## config.mk

```make
export PLATFORM = sky130hd
export DESIGN_NAME = cpm_match
export DESIGN_NICKNAME = d
export VERILOG_FILES = /design/src/rtl/cpm_pkg.sv /design/src/rtl/cpm_match.sv
export SDC_FILE = /design/constraint.sdc
export NUM_CORES = 1
export LEC_CHECK = 0
export BUFFER_PORTS_ARGS = -buffer_cell sky130_fd_sc_hd__buf_2
export CAP_MARGIN = 20
export CORE_ASPECT_RATIO = 1.4
export CORE_UTILIZATION = 50
export DETAILED_ROUTE_END_ITERATION = 10
export GPL_TIMING_DRIVEN = 0
export PLACE_DENSITY = 0.67
export SYNTH_ARGS = -nofsm -noshare
export SYNTH_HDL_FRONTEND = slang
export SYNTH_SLANG_ARGS = --single-unit
```

## constraint.sdc

```tcl
create_clock -name clk -period 8.6 [get_ports clk]
set_clock_uncertainty 0.2 [all_clocks]
set_input_delay 0 -clock clk [delete_from_list [all_inputs] [get_ports clk]]
set_output_delay 0 -clock clk [all_outputs]
set_load 0.005 [all_outputs]
```

## src/rtl/cpm_pkg.sv

```systemverilog
// ----------------------------------------------------------------------------
// cpm_pkg
// Shared types and constants for the palette color match and pack block.
// ----------------------------------------------------------------------------
package cpm_pkg;

  // Palette depth and the width of an entry address.
  localparam int PALETTE_ENTRIES = 256;
  localparam int IDX_W           = $clog2(PALETTE_ENTRIES);

  localparam int COLOR_W = 24;
  localparam int CHAN_W  = 8;
  localparam int SUM_W   = 10;  // three channel differences, at most 765
  localparam int DIST_W  = 8;   // sum / 3, at most 255

  // floor(s / 3) == (s * 683) >> 11 for every s up to 765.
  localparam int RECIP3_W     = 10;
  localparam int RECIP3       = 683;
  localparam int RECIP3_SHIFT = 11;

  // Configuration register indexes.
  localparam logic CFG_PALETTED = 1'b0;
  localparam logic CFG_DEPTH    = 1'b1;

  // Request function codes.
  localparam logic FUNC_WRITE   = 1'b0;
  localparam logic FUNC_CONVERT = 1'b1;

  // Output depth codes.
  localparam logic [1:0] DEPTH_8BPP  = 2'd0;
  localparam logic [1:0] DEPTH_16BPP = 2'd1;
  localparam logic [1:0] DEPTH_24BPP = 2'd2;
  localparam logic [1:0] DEPTH_15BPP = 2'd3;

  localparam logic [1:0] DEPTH_RESET = DEPTH_24BPP;

  typedef struct packed {
    logic               func;
    logic [7:0]         entry_index;
    logic [COLOR_W-1:0] rgb_value;
  } cpm_req_t;

  typedef struct packed {
    logic [COLOR_W-1:0] pixel_value;
    logic               depth_error;
  } cpm_rsp_t;

  // Control from the sequencer to the match unit.
  typedef struct packed {
    logic             clear;  // restart the best-match search
    logic             vld;    // palette read data valid this cycle
    logic [IDX_W-1:0] idx;    // entry address of that data
  } cpm_scan_ctl_t;

endpackage

```

## src/rtl/cpm_match.sv

```systemverilog
// ----------------------------------------------------------------------------
// cpm_match
// Two-stage distance unit and best-entry tracker fed by the palette RAM.
// ----------------------------------------------------------------------------
module cpm_match (
  input  logic                         clk,
  input  logic                         rst,
  input  cpm_pkg::cpm_scan_ctl_t       ctl,
  input  logic [cpm_pkg::COLOR_W-1:0]  target,
  input  logic [cpm_pkg::COLOR_W-1:0]  entry,
  output logic                         pending,
  output logic [cpm_pkg::IDX_W-1:0]    best_idx,
  output logic [cpm_pkg::COLOR_W-1:0]  best_col
);

  localparam int CW   = cpm_pkg::CHAN_W;
  localparam int PW   = cpm_pkg::SUM_W + cpm_pkg::RECIP3_W;
  // Sentinel above any distance, so entry 0 always takes the lead.
  localparam logic [cpm_pkg::DIST_W:0] DIST_NONE = {1'b1, {cpm_pkg::DIST_W{1'b0}}};

  function automatic logic [CW-1:0] abs_diff(input logic [CW-1:0] a,
                                             input logic [CW-1:0] b);
    abs_diff = (a > b) ? (a - b) : (b - a);
  endfunction

  // Stage 1: sum of absolute channel differences.
  logic                          s1_vld;
  logic [cpm_pkg::SUM_W-1:0]     s1_sum;
  logic [cpm_pkg::IDX_W-1:0]     s1_idx;
  logic [cpm_pkg::COLOR_W-1:0]   s1_col;
  logic [cpm_pkg::SUM_W-1:0]     sum_next;

  // Stage 2: divide by three and compare.
  logic [PW-1:0]                 prod;
  logic [cpm_pkg::DIST_W-1:0]    entry_dist;
  logic [cpm_pkg::DIST_W:0]      best_d;

  assign sum_next = cpm_pkg::SUM_W'(abs_diff(target[23:16], entry[23:16]))
                  + cpm_pkg::SUM_W'(abs_diff(target[15:8],  entry[15:8]))
                  + cpm_pkg::SUM_W'(abs_diff(target[7:0],   entry[7:0]));

  assign prod       = PW'(s1_sum) * PW'(cpm_pkg::RECIP3);
  assign entry_dist = prod[cpm_pkg::RECIP3_SHIFT +: cpm_pkg::DIST_W];

  assign pending = ctl.vld | s1_vld;

  always_ff @(posedge clk) begin
    if (rst) begin
      s1_vld <= 1'b0;
    end else begin
      s1_vld <= ctl.vld;
    end
    if (ctl.vld) begin
      s1_sum <= sum_next;
      s1_idx <= ctl.idx;
      s1_col <= entry;
    end
  end

  // Strictly smaller only: earlier entries win ties.
  always_ff @(posedge clk) begin
    if (rst || ctl.clear) begin
      best_d <= DIST_NONE;
    end else if (s1_vld && ({1'b0, entry_dist} < best_d)) begin
      best_d   <= {1'b0, entry_dist};
      best_idx <= s1_idx;
      best_col <= s1_col;
    end
  end

endmodule

```

---- Yosys cells after proc, flatten, opt, wreduce, memory -nomap -nowiden ----
Cells that the tools add are included.
cells by class
  reductions and logical operators ........ 3
  bitwise gates (word level) .............. 2
  multiplexer cells ....................... 3
  multipliers ............................. 1
  add/sub/neg operators ................... 8
  order comparisons ....................... 4
operators with widths
  cell                                                  number
  subtractor 8 bit                                      6
  greater-than comparator 8 bit                         3
  two-way mux 8 bit                                     3
  multiplier 10 x 10 -> 19 bit (second input constant)  1
  adder 9 x 8 -> 10 bit                                 1
  adder 8 x 8 -> 9 bit                                  1
  less-than comparator 8 x 9 -> 1 bit                   1
  AND reduction 2 bit                                   1
  logical AND 1 bit                                     1
  logical OR 1 bit                                      1
  inverter 1 bit                                        1
  bitwise OR 1 bit                                      1
word-level totals
  register bits after elaboration ......... 84
  output and inout port bits .............. 33

---- Logic depth before layout (Yosys ltp) ----
  depth in word-level cells ............... 4
  gate-level depth with buffers ........... 25

---- Worst setup path after synthesis ----
Ideal clock, no wire load.
  kind .................................... register to register
  from .................................... reg s1_sum[5] (netlist name)
  to ...................................... reg best_col[0] (netlist name) (enable)
  cell stages (with the launch flop) ...... 23
  slack ................................... 2.012 ns
  buffers on the path ..................... 0
  data required time ...................... 8.006 ns
  arrival ................................. 5.994 ns
  path through ............................ edfxtp_1 > ha_1 > ha_1 > inv_1 > fa_1 > inv_1 > fa_1 > inv_1 > fa_1 > inv_1 > ha_1 > a21o_1 > a31o_2 > a221oi_1 > o21ai_0 > o31a_1 > xor2_1 > ha_1 > a21o_1 > a21oi_1 > o221ai_1 > a21oi_1 > and2_1
on the way
  longest elaborated chain between the ends .. 4
ends and longest elaborated chain
  item                                 RTL line         text
  start, declared                      cpm_match.sv:28  logic [cpm_pkg::SUM_W-1:0] s1_sum;
  start signal, assigned               cpm_match.sv:54  s1_sum <= sum_next;
  multiplier 10 x 10 -> 19 bit         cpm_match.sv:42  assign prod = PW'(s1_sum) * PW'(cpm_pkg::RECIP3);
  via prod[17]                         cpm_match.sv:34  logic [PW-1:0] prod;
  less-than comparator 8 x 9 -> 1 bit  cpm_match.sv:64  end else if (s1_vld && ({1'b0, entry_dist} < best_d)) begin
  logical AND 1 bit                    cpm_match.sv:64
  AND reduction 2 bit (no line)        n/a
  end signal, assigned                 cpm_match.sv:67  best_col <= s1_col;
  end, declared                        cpm_match.sv:13  output logic [cpm_pkg::COLOR_W-1:0] best_col
The timed path passes the listed nets, and every way through them passes these cells.
A chain may end at the register's enable or synchronous reset.

---- Final worst setup path ----
  from .................................... reg s1_sum[4] (netlist name)
  to ...................................... reg best_col[1] (netlist name) (enable)
Same word-level chain as after synthesis.

==> metrics <==
register area=~2400 µm²; Post-synth top flop=edfxtp_1; Min-Delay Endpoint=s1_idx[5]$_DFFE_PP_; final wirelength=14600 µm; Slew Limit Fails=0; row cnt=50; core area=13500 µm²; sequential area share after synthesis=34.8%; DR iter-0 viols=121; Design Area, Final=between 8000 and 9000 µm²; crit-path max FO=34; routed len/inst=15.2 µm; most common cell after layout, fill and taps aside=inv_1; Area Overhead vs Synth=19.1%; fraction of registers with async set/reset=0%; Cell Area, Synth=about 7000 µm²; Avg Vias per Cell=about 5.2; initial antenna violation count=0; Unique masters post-synth=57; RSZ-0062 raised after global routing=no; FMAX=0.139 GHz; clk root buf=clkbuf_16; CP required=8370 ps; clock tree buffer depth=2; Crit Path Category=flip-flop to flip-flop; DRC violations left=0; worst hold slack=~160 ps; CP Capture Type=flip-flop; placed cells=915; area of the multi-input gates=4030 µm²; TNS Setup=0 ps; Max Cap Violations=0; arrival time at the worst endpoint=6940 ps; I/O pin count=between 90 and 100; worst min path class=input port to flip-flop; Finished Layout Cells=965; placed inst area=7650 µm²; Gate Count Post-Synth=641; Yosys reg bits=84; die area=14400 µm²; outcome=completed; htree depth=3; Critical Path Source Type=flip-flop; layout cells sized above 1=between 10% and 20%; R2R Path End=best_col[1]$_DFFE_PP_; most frequent cells in the layout=124 x inv_1, 117 x ha_1, 94 x buf_2; syn_nets=854; worst slew pin tran=1050 ps; Worst Hold Launch=ctl[5]; final hold violation count=0; Hold Crit Depth=2; grt ovf=0; final setup fails=0; Clock Sinks=84; Initial Util=about half; Total GRT Usage=21.9%; vias in the first global route=5365; largest net degree at the start of global routing=between 40 and 50; Post-synth EDFFs=74; NumNets Final=991; Clk Latency, worst-skew pair=350 ps; clock buffer count from CTS=9; post-route ant nets=0; First-pass DRT Iterations=4; via count=about 5000; reg-to-reg slack, setup=1430 ps; first-pass GRT wire length=about 24000 µm; slew margin rel.=30.2%; CTS clock-pin slew for the worst setup and hold paths=80 ps; Ant. Diodes=0; crit share post-route=83.4%; # fillers=roughly 1200; syn avg cell area=10.9 µm²; R2R Path Start=s1_sum[4]$_DFFE_PP_; Die Y=142 µm; CTS tree=yes; setup bufs post-CTS=0; IO buf count=a little over 90; crit path time final=7170 ps; Worst Reg-to-Reg Cells=20; die width=approximately 100 µm; DP Wirelength=11600 µm; GPL Wtd Cong=0.893; Ys Warns=0
cells by family after synthesis:
kind of cell | count (synthesis) | share of synthesized area, %
xor+xnor | 32 | 4.02
compound gates | 130 | 12.8
simple gates | 83 | 5.98
mux | 25 | 3.77
buf+inv | 134 | 7.31
flops | 84 | 34.8
fa+ha+maj | 153 | 31.4
stage by stage:
step / utilization [%] / setup slack [ps]
after floorplan: - / 2010
after global placement: 56.6 / 918
after detailed placement: 56.6 / 1360
after CTS: 61.4 / 1330
after global routing: 61.4 / 997
final: 61.4 / 1430
flip-flops by register name, summed over array words and instances (netlist names):
signal,count
best_col,24
s1_idx,8
s1_vld,1
best_idx,8
s1_col,24
s1_sum,10
best_d,9
worst max-delay path by stage:
stage / to / slack (ps) / start / cells after the start
after global placement: best_col[22]$_DFFE_PP_ / 920 / s1_sum[4]$_DFFE_PP_ / 20
after CTS: best_col[1]$_DFFE_PP_ / 1330 / s1_sum[4]$_DFFE_PP_ / 20
final: best_col[1]$_DFFE_PP_ / 1430 / s1_sum[4]$_DFFE_PP_ / 20
after floorplan: best_col[0]$_DFFE_PP_ / 2010 / s1_sum[5]$_DFFE_PP_ / 22
after global routing: best_col[1]$_DFFE_PP_ / 1000 / s1_sum[4]$_DFFE_PP_ / 20
after detailed placement: best_col[17]$_DFFE_PP_ / 1360 / s1_sum[4]$_DFFE_PP_ / 20
cells in the mapped netlist, drive strengths merged (4+ instances only):
master  number  area, µm²
nor2        23       86.3
clkbuf       6       22.5
xor2        14        123
nand3        8       40.0
a21o        23        174
mux2         7       82.6
ha         117       1460
a221oi       4       35.0
nor3         6       30.0
inv        124        465
nand2       18       67.6
a211oi       7       65.1
mux2i       18        180
a21oi       42        214
edfxtp      74       2220
nand2b       6       37.5
dfxtp       10        200
nand4        6       37.5
o21bai       7       52.6
o21ai       18       90.1
fa          36        721
o31ai        4       35.0
buf          4       21.3
xnor2       18        158
metal layers:
| layer | vias to the layer above | wire, µm | global-route usage [%] |
|---|---|---|---|
| met5 | - | 0 | 0 |
| met1 | 2451 | 5440 | 22.2 |
| met3 | 26 | 281 | 3.40 |
| li1 | 2502 | - | - |
| met2 | 68 | 8530 | 43.0 |
| met4 | 0 | 377 | 8.92 |
area by class of cell:
type | count | share of cell area (%)
multi-input combinational | 423 | 48.6
sequential | 84 | 29.2
timing repair buffer | 126 | 9.65
inverter | 124 | 5.61
tap | 182 | 2.75
clock buffer | 9 | 2.71
clock inverter | 7 | 0.920
buffer | 10 | 0.528
worst max-delay path, stage by stage, from the launching register on:
cell	delay, ps
edfxtp_1	480
ha_1	380
inv_1	70
fa_1	520
fa_1	550
inv_1	60
fa_1	500
ha_1	320
ha_1	310
clkbuf_1	230
a31o_2	290
a221oi_1	360
o21ai_0	170
o31a_1	270
xor2_1	260
ha_1	310
a21o_1	170
a21oi_1	160
o221ai_1	140
a21oi_1	230
and2_2	800
repair_timing:
| action | 4_1_cts | 5_1_grt |
|---|---|---|
| endpoints found under the hold margin | 38 | 0 |
| hold buffers | 34 | 0 |
| resized for setup | 0 | 0 |
Power is not shown: default switching activity piles up to over one toggle a cycle in this logic, so the estimate is an artifact.
